==> src/hdl/hsv_to_rgb_converter_macros.svh <==
// ----------------------------------------------------------------------------
// HSV to RGB converter assertion macros
// Shared property wrappers used by the pipeline modules.
// ----------------------------------------------------------------------------
`ifndef HSV_TO_RGB_CONVERTER_MACROS_SVH
`define HSV_TO_RGB_CONVERTER_MACROS_SVH

// Same-cycle implication, disabled during reset.
`define HSV_ASSERT_IMPLY(label, clk, rst, ante, cons) \
   label: assert property (@(posedge clk) disable iff (rst) (ante) |-> (cons)) \
      else $error("hsv_to_rgb_converter: same-cycle check failed");

// Next-cycle implication, disabled during reset.
`define HSV_ASSERT_NEXT(label, clk, rst, ante, cons) \
   label: assert property (@(posedge clk) disable iff (rst) (ante) |=> (cons)) \
      else $error("hsv_to_rgb_converter: next-cycle check failed");

`endif

==> src/hdl/hsv_pkg.sv <==
// ----------------------------------------------------------------------------
// HSV to RGB converter package
// Shared constants, beat types and arithmetic helpers.
// ----------------------------------------------------------------------------
package hsv_pkg;

   localparam int unsigned HUE_W     = 16;
   localparam int unsigned CHAN_W    = 8;
   localparam int unsigned REM_W     = 9;
   localparam int unsigned QUO_W     = 8;
   localparam int unsigned OFFSET_W  = 6;
   localparam int unsigned SECTOR_W  = 3;

   localparam int unsigned HUE_PERIOD  = 360;
   localparam int unsigned SECTOR_SPAN = 60;
   localparam int unsigned FULL_SCALE  = 255;
   localparam int unsigned SCALE_SHIFT = 8;

   // floor(hue / 360) == (hue * RECIP_MULT) >> RECIP_SHIFT for every 16-bit hue.
   localparam int unsigned RECIP_SHIFT = 24;
   localparam int unsigned RECIP_MULT  = ((1 << RECIP_SHIFT) + HUE_PERIOD - 1) / HUE_PERIOD;

   // 255 / 60 reduces to 17 / 4, so the fraction scale is exact.
   localparam int unsigned FRAC_MULT  = 17;
   localparam int unsigned FRAC_SHIFT = 2;

   typedef logic [SECTOR_W-1:0] sector_type;

   localparam sector_type SECTOR_RED_YELLOW    = 3'd0;
   localparam sector_type SECTOR_YELLOW_GREEN  = 3'd1;
   localparam sector_type SECTOR_GREEN_CYAN    = 3'd2;
   localparam sector_type SECTOR_CYAN_BLUE     = 3'd3;
   localparam sector_type SECTOR_BLUE_MAGENTA  = 3'd4;
   localparam sector_type SECTOR_MAGENTA_RED   = 3'd5;

   typedef struct packed {
      logic [HUE_W-1:0]  hue;
      logic [CHAN_W-1:0] saturation;
      logic [CHAN_W-1:0] brightness;
   } hsv_beat_type;

   typedef struct packed {
      sector_type        sector;
      logic [CHAN_W-1:0] frac;
      logic [CHAN_W-1:0] saturation;
      logic [CHAN_W-1:0] brightness;
   } hsv_split_type;

   typedef struct packed {
      logic [CHAN_W-1:0] red;
      logic [CHAN_W-1:0] green;
      logic [CHAN_W-1:0] blue;
   } rgb_beat_type;

   // 8-bit scaled product (a * b) >> 8.
   function automatic logic [CHAN_W-1:0] scaled_product(input logic [CHAN_W-1:0] a,
                                                        input logic [CHAN_W-1:0] b);
      logic [2*CHAN_W-1:0] prod;
      prod = a * b;
      return prod[2*CHAN_W-1:SCALE_SHIFT];
   endfunction

   // Offset within a sector (0..59) scaled to 0..250.
   function automatic logic [CHAN_W-1:0] frac_of(input logic [OFFSET_W-1:0] offset);
      logic [OFFSET_W+FRAC_SHIFT+3-1:0] prod;
      prod = offset * (OFFSET_W+FRAC_SHIFT+3)'(FRAC_MULT);
      return CHAN_W'(prod >> FRAC_SHIFT);
   endfunction

endpackage

==> src/hdl/hsv_skid.sv <==
// ----------------------------------------------------------------------------
// HSV input skid buffer
// Registers the upstream ready so the sink's stall path ends here.
// ----------------------------------------------------------------------------
module hsv_skid (
   input  logic                 clock,
   input  logic                 reset,
   input  logic                 in_valid,
   output logic                 in_ready,
   input  hsv_pkg::hsv_beat_type in_beat,
   output logic                 out_valid,
   input  logic                 out_ready,
   output hsv_pkg::hsv_beat_type out_beat
);
   import hsv_pkg::*;

   logic         skid_valid_ff;
   logic         skid_valid_in;
   hsv_beat_type skid_beat_ff;
   logic         load;

   // A beat is parked only when it arrives while the pipeline is stalled.
   assign load = in_valid && !skid_valid_ff && !out_ready;

   always_comb begin
      skid_valid_in = skid_valid_ff;
      if (load) begin
         skid_valid_in = 1'b1;
      end else if (out_ready) begin
         skid_valid_in = 1'b0;
      end
   end

   always_ff @(posedge clock) begin
      if (reset) begin
         skid_valid_ff <= 1'b0;
      end else begin
         skid_valid_ff <= skid_valid_in;
      end
   end

   always_ff @(posedge clock) begin
      if (load) begin
         skid_beat_ff <= in_beat;
      end
   end

   assign in_ready  = !skid_valid_ff;
   assign out_valid = skid_valid_ff || in_valid;
   assign out_beat  = skid_valid_ff ? skid_beat_ff : in_beat;

endmodule

==> src/hdl/hsv_hue_split.sv <==
// ----------------------------------------------------------------------------
// HSV hue split
// Three stages: reciprocal quotient, remainder mod 360, sector and fraction.
// ----------------------------------------------------------------------------
`include "hsv_to_rgb_converter_macros.svh"

module hsv_hue_split (
   input  logic                  clock,
   input  logic                  reset,
   input  logic                  in_valid,
   output logic                  in_ready,
   input  hsv_pkg::hsv_beat_type  in_beat,
   output logic                  out_valid,
   input  logic                  out_ready,
   output hsv_pkg::hsv_split_type out_beat
);
   import hsv_pkg::*;

   localparam int unsigned PROD_W = HUE_W + RECIP_SHIFT - HUE_W + HUE_W;

   // Stage 1: quotient by reciprocal multiply.
   logic              s1_valid_ff, s1_valid_in, s1_ready;
   logic [QUO_W-1:0]  s1_quo_ff, s1_quo_in;
   hsv_beat_type      s1_beat_ff;
   logic [PROD_W-1:0] recip_prod;

   // Stage 2: remainder.
   logic              s2_valid_ff, s2_valid_in, s2_ready;
   logic [REM_W-1:0]  s2_rem_ff, s2_rem_in;
   logic [CHAN_W-1:0] s2_sat_ff, s2_bright_ff;
   logic [HUE_W-1:0]  quo_times_period;

   // Stage 3: sector and fraction.
   logic              s3_valid_ff, s3_valid_in, s3_ready;
   hsv_split_type     s3_beat_ff, s3_beat_in;
   logic [REM_W-1:0]  sector_base;
   logic [REM_W-1:0]  offset_wide;

   assign s3_ready = !s3_valid_ff || out_ready;
   assign s2_ready = !s2_valid_ff || s3_ready;
   assign s1_ready = !s1_valid_ff || s2_ready;
   assign in_ready = s1_ready;

   always_comb begin
      recip_prod  = in_beat.hue * PROD_W'(RECIP_MULT);
      s1_quo_in   = QUO_W'(recip_prod >> RECIP_SHIFT);
      s1_valid_in = s1_ready ? in_valid : s1_valid_ff;
   end

   always_comb begin
      quo_times_period = HUE_W'(s1_quo_ff * HUE_W'(HUE_PERIOD));
      s2_rem_in        = REM_W'(s1_beat_ff.hue - quo_times_period);
      s2_valid_in      = s2_ready ? s1_valid_ff : s2_valid_ff;
   end

   always_comb begin
      if (s2_rem_ff >= REM_W'(5 * SECTOR_SPAN)) begin
         s3_beat_in.sector = SECTOR_MAGENTA_RED;
      end else if (s2_rem_ff >= REM_W'(4 * SECTOR_SPAN)) begin
         s3_beat_in.sector = SECTOR_BLUE_MAGENTA;
      end else if (s2_rem_ff >= REM_W'(3 * SECTOR_SPAN)) begin
         s3_beat_in.sector = SECTOR_CYAN_BLUE;
      end else if (s2_rem_ff >= REM_W'(2 * SECTOR_SPAN)) begin
         s3_beat_in.sector = SECTOR_GREEN_CYAN;
      end else if (s2_rem_ff >= REM_W'(SECTOR_SPAN)) begin
         s3_beat_in.sector = SECTOR_YELLOW_GREEN;
      end else begin
         s3_beat_in.sector = SECTOR_RED_YELLOW;
      end
      case (s3_beat_in.sector)
         SECTOR_RED_YELLOW:   sector_base = '0;
         SECTOR_YELLOW_GREEN: sector_base = REM_W'(SECTOR_SPAN);
         SECTOR_GREEN_CYAN:   sector_base = REM_W'(2 * SECTOR_SPAN);
         SECTOR_CYAN_BLUE:    sector_base = REM_W'(3 * SECTOR_SPAN);
         SECTOR_BLUE_MAGENTA: sector_base = REM_W'(4 * SECTOR_SPAN);
         default:             sector_base = REM_W'(5 * SECTOR_SPAN);
      endcase
      offset_wide           = s2_rem_ff - sector_base;
      s3_beat_in.frac       = frac_of(offset_wide[OFFSET_W-1:0]);
      s3_beat_in.saturation = s2_sat_ff;
      s3_beat_in.brightness = s2_bright_ff;
      s3_valid_in           = s3_ready ? s2_valid_ff : s3_valid_ff;
   end

   always_ff @(posedge clock) begin
      if (reset) begin
         s1_valid_ff <= 1'b0;
         s2_valid_ff <= 1'b0;
         s3_valid_ff <= 1'b0;
      end else begin
         s1_valid_ff <= s1_valid_in;
         s2_valid_ff <= s2_valid_in;
         s3_valid_ff <= s3_valid_in;
      end
   end

   always_ff @(posedge clock) begin
      if (s1_ready) begin
         s1_quo_ff  <= s1_quo_in;
         s1_beat_ff <= in_beat;
      end
      if (s2_ready) begin
         s2_rem_ff    <= s2_rem_in;
         s2_sat_ff    <= s1_beat_ff.saturation;
         s2_bright_ff <= s1_beat_ff.brightness;
      end
      if (s3_ready) begin
         s3_beat_ff <= s3_beat_in;
      end
   end

   assign out_valid = s3_valid_ff;
   assign out_beat  = s3_beat_ff;

   `HSV_ASSERT_IMPLY(a_rem_below_period, clock, reset, s2_valid_ff, s2_rem_ff < REM_W'(HUE_PERIOD))
   `HSV_ASSERT_IMPLY(a_frac_in_range, clock, reset, s3_valid_ff, (s3_beat_ff.frac <= CHAN_W'(250)) && (s3_beat_ff.sector <= SECTOR_MAGENTA_RED))
   `HSV_ASSERT_NEXT(a_stage3_holds, clock, reset, s3_valid_ff && !out_ready, s3_valid_ff && $stable(s3_beat_ff))

endmodule

==> src/hdl/hsv_scale.sv <==
// ----------------------------------------------------------------------------
// HSV scale and select
// Two multiply stages form p, q and t, then the sector routes them to RGB.
// ----------------------------------------------------------------------------
`include "hsv_to_rgb_converter_macros.svh"

module hsv_scale (
   input  logic                  clock,
   input  logic                  reset,
   input  logic                  in_valid,
   output logic                  in_ready,
   input  hsv_pkg::hsv_split_type in_beat,
   output logic                  out_valid,
   input  logic                  out_ready,
   output hsv_pkg::rgb_beat_type  out_beat
);
   import hsv_pkg::*;

   // Stage 4: p and the two saturation products.
   logic              s4_valid_ff, s4_valid_in, s4_ready;
   sector_type        s4_sector_ff;
   logic [CHAN_W-1:0] s4_bright_ff;
   logic [CHAN_W-1:0] s4_p_ff, s4_p_in;
   logic [CHAN_W-1:0] s4_ms_ff, s4_ms_in;
   logic [CHAN_W-1:0] s4_mt_ff, s4_mt_in;

   // Stage 5: q, t and the routed output.
   logic              s5_valid_ff, s5_valid_in, s5_ready;
   rgb_beat_type      s5_beat_ff, s5_beat_in;
   logic [CHAN_W-1:0] s5_bright_ff;
   logic [CHAN_W-1:0] s5_p_ff;
   logic [CHAN_W-1:0] term_q, term_t;

   assign s5_ready = !s5_valid_ff || out_ready;
   assign s4_ready = !s4_valid_ff || s5_ready;
   assign in_ready = s4_ready;

   always_comb begin
      s4_p_in     = scaled_product(in_beat.brightness, CHAN_W'(FULL_SCALE) - in_beat.saturation);
      s4_ms_in    = scaled_product(in_beat.saturation, in_beat.frac);
      s4_mt_in    = scaled_product(in_beat.saturation, CHAN_W'(FULL_SCALE) - in_beat.frac);
      s4_valid_in = s4_ready ? in_valid : s4_valid_ff;
   end

   always_comb begin
      term_q = scaled_product(s4_bright_ff, CHAN_W'(FULL_SCALE) - s4_ms_ff);
      term_t = scaled_product(s4_bright_ff, CHAN_W'(FULL_SCALE) - s4_mt_ff);
      case (s4_sector_ff)
         SECTOR_RED_YELLOW:   s5_beat_in = '{red: s4_bright_ff, green: term_t, blue: s4_p_ff};
         SECTOR_YELLOW_GREEN: s5_beat_in = '{red: term_q, green: s4_bright_ff, blue: s4_p_ff};
         SECTOR_GREEN_CYAN:   s5_beat_in = '{red: s4_p_ff, green: s4_bright_ff, blue: term_t};
         SECTOR_CYAN_BLUE:    s5_beat_in = '{red: s4_p_ff, green: term_q, blue: s4_bright_ff};
         SECTOR_BLUE_MAGENTA: s5_beat_in = '{red: term_t, green: s4_p_ff, blue: s4_bright_ff};
         default:             s5_beat_in = '{red: s4_bright_ff, green: s4_p_ff, blue: term_q};
      endcase
      s5_valid_in = s5_ready ? s4_valid_ff : s5_valid_ff;
   end

   always_ff @(posedge clock) begin
      if (reset) begin
         s4_valid_ff <= 1'b0;
         s5_valid_ff <= 1'b0;
      end else begin
         s4_valid_ff <= s4_valid_in;
         s5_valid_ff <= s5_valid_in;
      end
   end

   always_ff @(posedge clock) begin
      if (s4_ready) begin
         s4_sector_ff <= in_beat.sector;
         s4_bright_ff <= in_beat.brightness;
         s4_p_ff      <= s4_p_in;
         s4_ms_ff     <= s4_ms_in;
         s4_mt_ff     <= s4_mt_in;
      end
      if (s5_ready) begin
         s5_beat_ff   <= s5_beat_in;
         s5_bright_ff <= s4_bright_ff;
         s5_p_ff      <= s4_p_ff;
      end
   end

   assign out_valid = s5_valid_ff;
   assign out_beat  = s5_beat_ff;

   // The value itself always lands on one channel, and p is never above any channel.
   `HSV_ASSERT_IMPLY(a_value_routed, clock, reset, s5_valid_ff, (s5_beat_ff.red == s5_bright_ff) || (s5_beat_ff.green == s5_bright_ff) || (s5_beat_ff.blue == s5_bright_ff))
   `HSV_ASSERT_IMPLY(a_p_is_floor, clock, reset, s5_valid_ff, (s5_p_ff <= s5_beat_ff.red) && (s5_p_ff <= s5_beat_ff.green) && (s5_p_ff <= s5_beat_ff.blue))

endmodule

==> src/hdl/hsv_to_rgb_converter.sv <==
// ----------------------------------------------------------------------------
// HSV to RGB converter: 8-bit integer conversion, five-stage pipeline.
// Throughput: one beat per cycle while rsp_tready is high; the multiplies
// of stages 1 to 5 set depth.
// Reset: synchronous, active high; clears all valid bits and the skid buffer.
// ----------------------------------------------------------------------------
module hsv_to_rgb_converter (
   input  logic        clock,
   input  logic        reset,
   // Input beat, from bit 0 up: hue[15:0], saturation[23:16], brightness[31:24].
   input  logic        req_tvalid,
   output logic        req_tready,
   input  logic [31:0] req_tdata,
   // Result beat, from bit 0 up: red[7:0], green[15:8], blue[23:16].
   output logic        rsp_tvalid,
   input  logic        rsp_tready,
   output logic [23:0] rsp_tdata
);
   import hsv_pkg::*;

   // The skid buffer keeps req_tready a register output, so the stall path
   // from rsp_tready through the per-stage ready chain stops inside the block.
   // Each stage advances when it is empty or its successor advances, so
   // bubbles collapse and a stalled stage keeps its beat.

   hsv_beat_type  req_beat;
   hsv_beat_type  skid_beat;
   hsv_split_type split_beat;
   rgb_beat_type  rgb_beat;
   logic          skid_valid, skid_ready;
   logic          split_valid, split_ready;

   always_comb begin
      req_beat.hue        = req_tdata[15:0];
      req_beat.saturation = req_tdata[23:16];
      req_beat.brightness = req_tdata[31:24];
   end

   hsv_skid u_skid (
      .clock     (clock),
      .reset     (reset),
      .in_valid  (req_tvalid),
      .in_ready  (req_tready),
      .in_beat   (req_beat),
      .out_valid (skid_valid),
      .out_ready (skid_ready),
      .out_beat  (skid_beat)
   );

   // Stages 1 to 3: hue mod 360 by reciprocal multiply, then sector and fraction.
   hsv_hue_split u_hue_split (
      .clock     (clock),
      .reset     (reset),
      .in_valid  (skid_valid),
      .in_ready  (skid_ready),
      .in_beat   (skid_beat),
      .out_valid (split_valid),
      .out_ready (split_ready),
      .out_beat  (split_beat)
   );

   // Stages 4 and 5: the scaled products p, q, t and the sector routing.
   hsv_scale u_scale (
      .clock     (clock),
      .reset     (reset),
      .in_valid  (split_valid),
      .in_ready  (split_ready),
      .in_beat   (split_beat),
      .out_valid (rsp_tvalid),
      .out_ready (rsp_tready),
      .out_beat  (rgb_beat)
   );

   assign rsp_tdata = {rgb_beat.blue, rgb_beat.green, rgb_beat.red};

endmodule

==> config.mk <==
export PLATFORM = sky130hd
export DESIGN_NAME = hsv_to_rgb_converter
export DESIGN_NICKNAME = d
export VERILOG_FILES = /design/src/hdl/hsv_pkg.sv /design/src/hdl/hsv_skid.sv /design/src/hdl/hsv_hue_split.sv /design/src/hdl/hsv_scale.sv /design/src/hdl/hsv_to_rgb_converter.sv
export VERILOG_INCLUDE_DIRS = /design/src /design/src/hdl
export SDC_FILE = /design/constraint.sdc
export NUM_CORES = 1
export LEC_CHECK = 0
export BUFFER_PORTS_ARGS = -buffer_cell sky130_fd_sc_hd__buf_2
export CAP_MARGIN = 10
export CORE_UTILIZATION = 55
export CTS_CLUSTER_DIAMETER = 200
export CTS_CLUSTER_SIZE = 14
export DETAILED_ROUTE_END_ITERATION = 10
export PLACE_DENSITY = 0.8
export SLEW_MARGIN = 0
export SYNTH_ARGS = -nofsm -noshare
export SYNTH_HDL_FRONTEND = slang
export SYNTH_SLANG_ARGS = --single-unit
==> constraint.sdc <==
create_clock -name clock -period 12.8 [get_ports clock]
set_input_delay 0.64 -clock clock [delete_from_list [all_inputs] [get_ports clock]]
set_output_delay 0.64 -clock clock [all_outputs]
set_load 0.01 [all_outputs]
After elaboration in Yosys (flattened, before gate mapping)
Index checks and enable logic that the tools add are counted.

word-level totals
  bits in registers = 182
  latch bits = 0
  bits in writable memories = 0
  memory bits (read-only) = 0
  word-level logic and storage cells = 83
  memories = 0

operators by class
  add/subtract/negate cells = 6
  $mul = 8
  div/mod/pow operators = 0
  order comparisons = 5
  equal/unequal tests = 8
  shift operators = 0
  muxes and demuxes = 10
  bitwise operators = 0
  reductions and logical operators = 18

operator list
  kind                                                  count
  one-hot mux 24 bit (5 select lines)                   1
  multiplier 8 x 8 -> 16 bit                            5
  two-way mux 32 bit                                    1
  subtractor 8 bit (first input constant)               4
  multiplier 16 x 14 -> 30 bit (second input constant)  1
  one-hot mux 6 bit (5 select lines)                    1
  >= comparator 9 x 8 -> 1 bit (second input constant)  2
  equality test 3 x 2 -> 1 bit (second input constant)  4
  two-way mux 3 bit                                     4
  multiplier 6 x 5 -> 10 bit (second input constant)    1
  >= comparator 9 x 6 -> 1 bit (second input constant)  1
  >= comparator 9 x 7 -> 1 bit (second input constant)  1
  >= comparator 9 bit (second input constant)           1
  subtractor 9 bit                                      1
  multiplier 8 x 6 -> 6 bit (second input constant)     1
  zero test 1 bit                                       7
  equality test 3 x 1 -> 1 bit (second input constant)  2
  equality test 3 bit (second input constant)           2
  zero test 3 bit                                       2
  logical OR 1 bit                                      6
  subtractor 6 bit                                      1
  two-way mux 1 bit                                     3
  logical AND 1 bit                                     2
  nonzero test 2 bit                                    1

Depth between registers and ports, before layout
  depth in word-level cells = 10
  gate-level depth with buffers = 23
  depth with buffers taken out = 22

By module
A second synthesis with hierarchy kept.

unflattened totals
  cells, all modules = 2004
  area, all modules = 21060.2 um2

modules (own cells, without submodules)
  module         times used  cells an instance  area each (um2)
  hsv_scale      1           1374               12813.5
  hsv_hue_split  1           557                6708.9
  hsv_skid       1           73                 1537.7

Least setup slack after synthesis
No wires, ideal clock.

  kind = reg-to-reg
  start = register u_skid.skid_valid_ff
  end = register u_hue_split.s1_quo_ff[4], data pin
  library setup time = 0.262 ns
  arrival time = 5.953 ns
  slack = 6.585 ns
  stages on the path, launching flop included = 24
  path buffers = 2
  clock period less this slack = 6.215 ns
  path through = dfxtp_1 > clkbuf_1 > clkbuf_1 > mux2_2 > ha_1 > inv_1 > fa_1 > inv_1 > fa_1 > inv_1 > fa_1 > inv_1 > fa_1 > inv_1 > fa_1 > inv_1 > ha_1 > a21oi_1 > o21ai_0 > a21oi_1 > o22ai_1 > o31ai_1 > o21bai_1 > xor2_1

RTL lines
  what                    line                 text
  start, declared         hsv_skid.sv:17       logic skid_valid_ff;
  start signal, assigned  hsv_skid.sv:38       skid_valid_ff <= skid_valid_in;
  end signal, assigned    hsv_hue_split.sv:99  s1_quo_ff <= s1_quo_in;
  end, declared           hsv_hue_split.sv:23  logic [QUO_W-1:0] s1_quo_ff, s1_quo_in;

==> results by group <==
Outcome
  – Status: complete, but fails checks
  – Failing checks: design-rule violations

Drt
  – DR WL/cell: between 15 and 20 um
  – Post-route ant nets: 0
  – DRT Pass-1 Iters: 8
  – Drt total wl: ~40 mm
  – Initial DRC count: 847
  – Post-DR vias/cell: roughly 5.5
  – DRC: 3
  – Via count: roughly 13000

Setup path
  – Crit path DAT: 6640 ps
  – Crit path depth: 23
  – Worst Path Required: 13000 ps
  – Critical R2R Launch: u_skid.skid_valid_ff$_SDFFE_PP0P_
  – Slowest-stage cell, CP: fa_1
  – Delay of the slowest cell on the worst path: approximately 550 ps
  – Cells along the critical path: buf_4, mux2i_1, inv_1, ha_1, inv_1, fa_1, inv_1, fa_1, inv_1, fa_1, inv_1, fa_1, inv_1, fa_1, inv_1, ha_1, a21oi_1, o21ai_0, a21oi_1, o22ai_1, o31ai_1, o21bai_1, xor2_1
  – R2R depth: 23
  – Delay-heaviest family, CP: adder cells
  – R2r endpoint: u_hue_split.s1_quo_ff[4]$_DFFE_PP_
  – CP Buf/Inv Count: 8
  – CP Max Fanout: 35
  – CP startpoint: u_skid.skid_valid_ff$_SDFFE_PP0P_
  – Cell mode on critical path: inv_1
  – Internal reg-to-reg setup slack: around 6400 ps
  – CP endpoint: u_hue_split.s1_quo_ff[4]$_DFFE_PP_
  – Critical Path Start Type: flop
  – Critical path endpoint category: flop
  – Setup CP Type: flop to flop

Synthesis
  – Post-synthesis simple-gate area fraction: 0.135
  – Post-Syn Instances: 1898
  – Synth Area in Compound Gates: 0.0630
  – FFs w/ async S/R, synth: 0
  – XOR/XNOR share of the synthesized area: 0.0282
  – YS warnings: 0
  – EDFF count, synth: around 170
  – Sequential area share after synthesis: 0.265
  – Synthesized area: between 20000 and 25000 um2
  – Yosys reg bits: 180
  – Multiplexer share of the synthesized area: 0.0249
  – Netlist cell types: between 60 and 70
  – Post-synthesis adder-cell area fraction: 0.406
  – Primary FF master, synth: edfxtp_1
  – Main combinational cell family by area after synthesis: adder cells
  – Synthesized area per cell: 10.6 um2
  – Synth Net Count: about 2500

Finish
  – Footprint of the multi-input gates: between 10000 and 15000 um2
  – Final net count: between 2000 and 2500
  – Diodes inserted: 0
  – # fillers: approximately 2800
  – Area growth from synthesis to layout: 6.56%
  – Register Area: 5350 um2
  – Commonest non-fill, non-tap cell in the layout: inv_1
  – Fraction of layout instances using a drive strength above 1: 0.0712
  – Most frequent cells in the layout: 360 x inv_1, 287 x ha_1, 230 x fa_1, 174 x edfxtp_1, 172 x nor2b_1

Clocking
  – Clk_lat worst skew: 450 ps
  – H-tree levels: 4
  – Hold_buf cts: 0
  – Clock Sinks: 180
  – Post-CTS Resized: 0
  – Reg clk slew, reported paths: approximately 70 ps
  – CTS tree: yes
  – Total CTS buffers: 17
  – CTS Root Cell: clkbuf_16
  – Setup repair bufs after CTS: 0
  – Clk buf depth: 2

Job
  – Max Cap Viol: 0

Global route
  – First-pass GRT wire length: 67.6 mm
  – Remaining global-route overflow: 0
  – Initial antenna violation count: 0
  – GR Util All Layers: 0.222
  – Largest net degree at the start of global routing: 36
  – Vias in the first global route: between 10000 and 15000

Placed design
  – Gpl congestion: 0.896
  – Post-detail-place hpwl: a little over 30 mm
  – I/O Buffers: 61

STA
  – Worst slew pin tran: approximately 1100 ps
  – RSZ-0062 raised after global routing: no
  – Final hold viol count: 0
  – Max Freq: 0.155 GHz
  – Final setup vio count: 0
  – Max-slew violations: 0
  – Setup TNS: 0 ps
  – Min Tclk post-route: ~6400 ps
  – Tcrit/Tclk final: 0.503
  – Max_slew headroom: 0.262
  – Final Skew: approximately 14 ps

Floorplan
  – Die Y: between 150 and 200 um
  – Total core area: ~36000 um2
  – Die X: between 150 and 200 um
  – Io pins: 62
  – Die area: ~37000 um2
  – Starting Density: 0.563
  – Row count: around 70

Worst hold path
  – HP Class: input port to flop
## state kept, by name (all words and copies together), names as in the netlist, 6 cells and up
register                  cells
u_scale.s4_mt_ff              8
u_scale.s4_p_ff               8
u_hue_split.s1_quo_ff         6
u_hue_split.out_beat         27
u_hue_split.s2_sat_ff         8
u_scale.out_beat             24
u_hue_split.s2_rem_ff         9
u_scale.s4_ms_ff              8
u_scale.s4_bright_ff          8
u_hue_split.s2_bright_ff      8
u_skid.skid_beat_ff          32
u_hue_split.s1_beat_ff       25
## area by class of cell
type / instances / share of cell area
timing repair buffer: 67 / 0.0163
multi-input combinational: 1299 / 0.617
clock inverter: 14 / 0.00873
inverter: 360 / 0.0629
clock buffer: 18 / 0.0200
sequential: 180 / 0.249
tap: 461 / 0.0268
## per-stage QoR
stage / hold WS (ps) / cells / setup slack (ps) / instance area [um2] / util
CTS: 370 / 2399 / 6360 / 21500 / 0.600
global placement: 400 / 2367 / 6580 / 20900 / 0.583
detailed placement: 405 / 2367 / 6370 / 20900 / 0.583
finish: 383 / 2399 / 6360 / 21500 / 0.600
global route: 364 / 2399 / 6000 / 21500 / 0.600
floorplan: 400 / 1898 / 6580 / 20200 / -
## synth_stat cells (4+ instances only)
cell type,n,share of area
inv_1,360,0.067
o31ai_1,14,0.0052
clkbuf_1,53,0.0099
or3_1,9,0.0028
nand4_1,4,0.0012
xor2_1,23,0.010
mux2_2,26,0.015
dfxtp_1,6,0.0060
nand3_1,15,0.0037
a21oi_1,47,0.012
o22ai_1,5,0.0016
mux2i_1,21,0.010
a21o_1,13,0.0048
xnor2_1,42,0.018
a31oi_1,7,0.0022
a311oi_1,4,0.0017
edfxtp_1,174,0.26
o21ai_0,28,0.0069
a211o_1,6,0.0026
ha_1,287,0.18
a211oi_1,8,0.0030
o21a_1,5,0.0019
nor3_1,18,0.0045
nand2b_1,87,0.027
fa_1,230,0.23
and3_1,9,0.0028
o21bai_1,5,0.0019
and2_1,32,0.0099
o211ai_1,6,0.0022
nand2_1,78,0.015
nor2b_1,172,0.053
nor2_1,44,0.0082
## worst min-delay path by stage
stage | startpoint | end | slack [ps] | depth (start not counted)
final | req_tdata[6] | u_skid.skid_beat_ff[22]$_DFFE_PP_ | 380 | 1
after floorplan | u_hue_split.s2_bright_ff[0]$_DFFE_PP_ | u_hue_split.out_beat[0]$_DFFE_PP_ | 400 | 0
after CTS | req_tdata[25] | u_skid.skid_beat_ff[1]$_DFFE_PP_ | 370 | 1
after global placement | u_hue_split.s2_sat_ff[2]$_DFFE_PP_ | u_hue_split.out_beat[10]$_DFFE_PP_ | 400 | 0
after global routing | req_tdata[25] | u_skid.skid_beat_ff[1]$_DFFE_PP_ | 360 | 1
after detailed placement | u_hue_split.s2_sat_ff[5]$_DFFE_PP_ | u_hue_split.out_beat[13]$_DFFE_PP_ | 400 | 0
## per-layer routing
metal	vias up	part of all wire	routed length [um]	track usage
li1	6263	-	-	-
met1	6537	0.43	17100	0.282
met2	347	0.51	20000	0.403
met3	52	0.047	1850	0.0300
met4	0	0.012	487	0.0459
met5	-	0	0	0
## cells by family after synthesis
group	Yosys count
AOI/OAI and AO/OA	185
DFF	180
adders and majority gates	517
buffers and inverters	419
and+or+nand+nor	485
xor gates and xnor gates	65
muxes	47
Power is not shown: default switching activity piles up to over one toggle a cycle in this logic, so the estimate is an artifact.
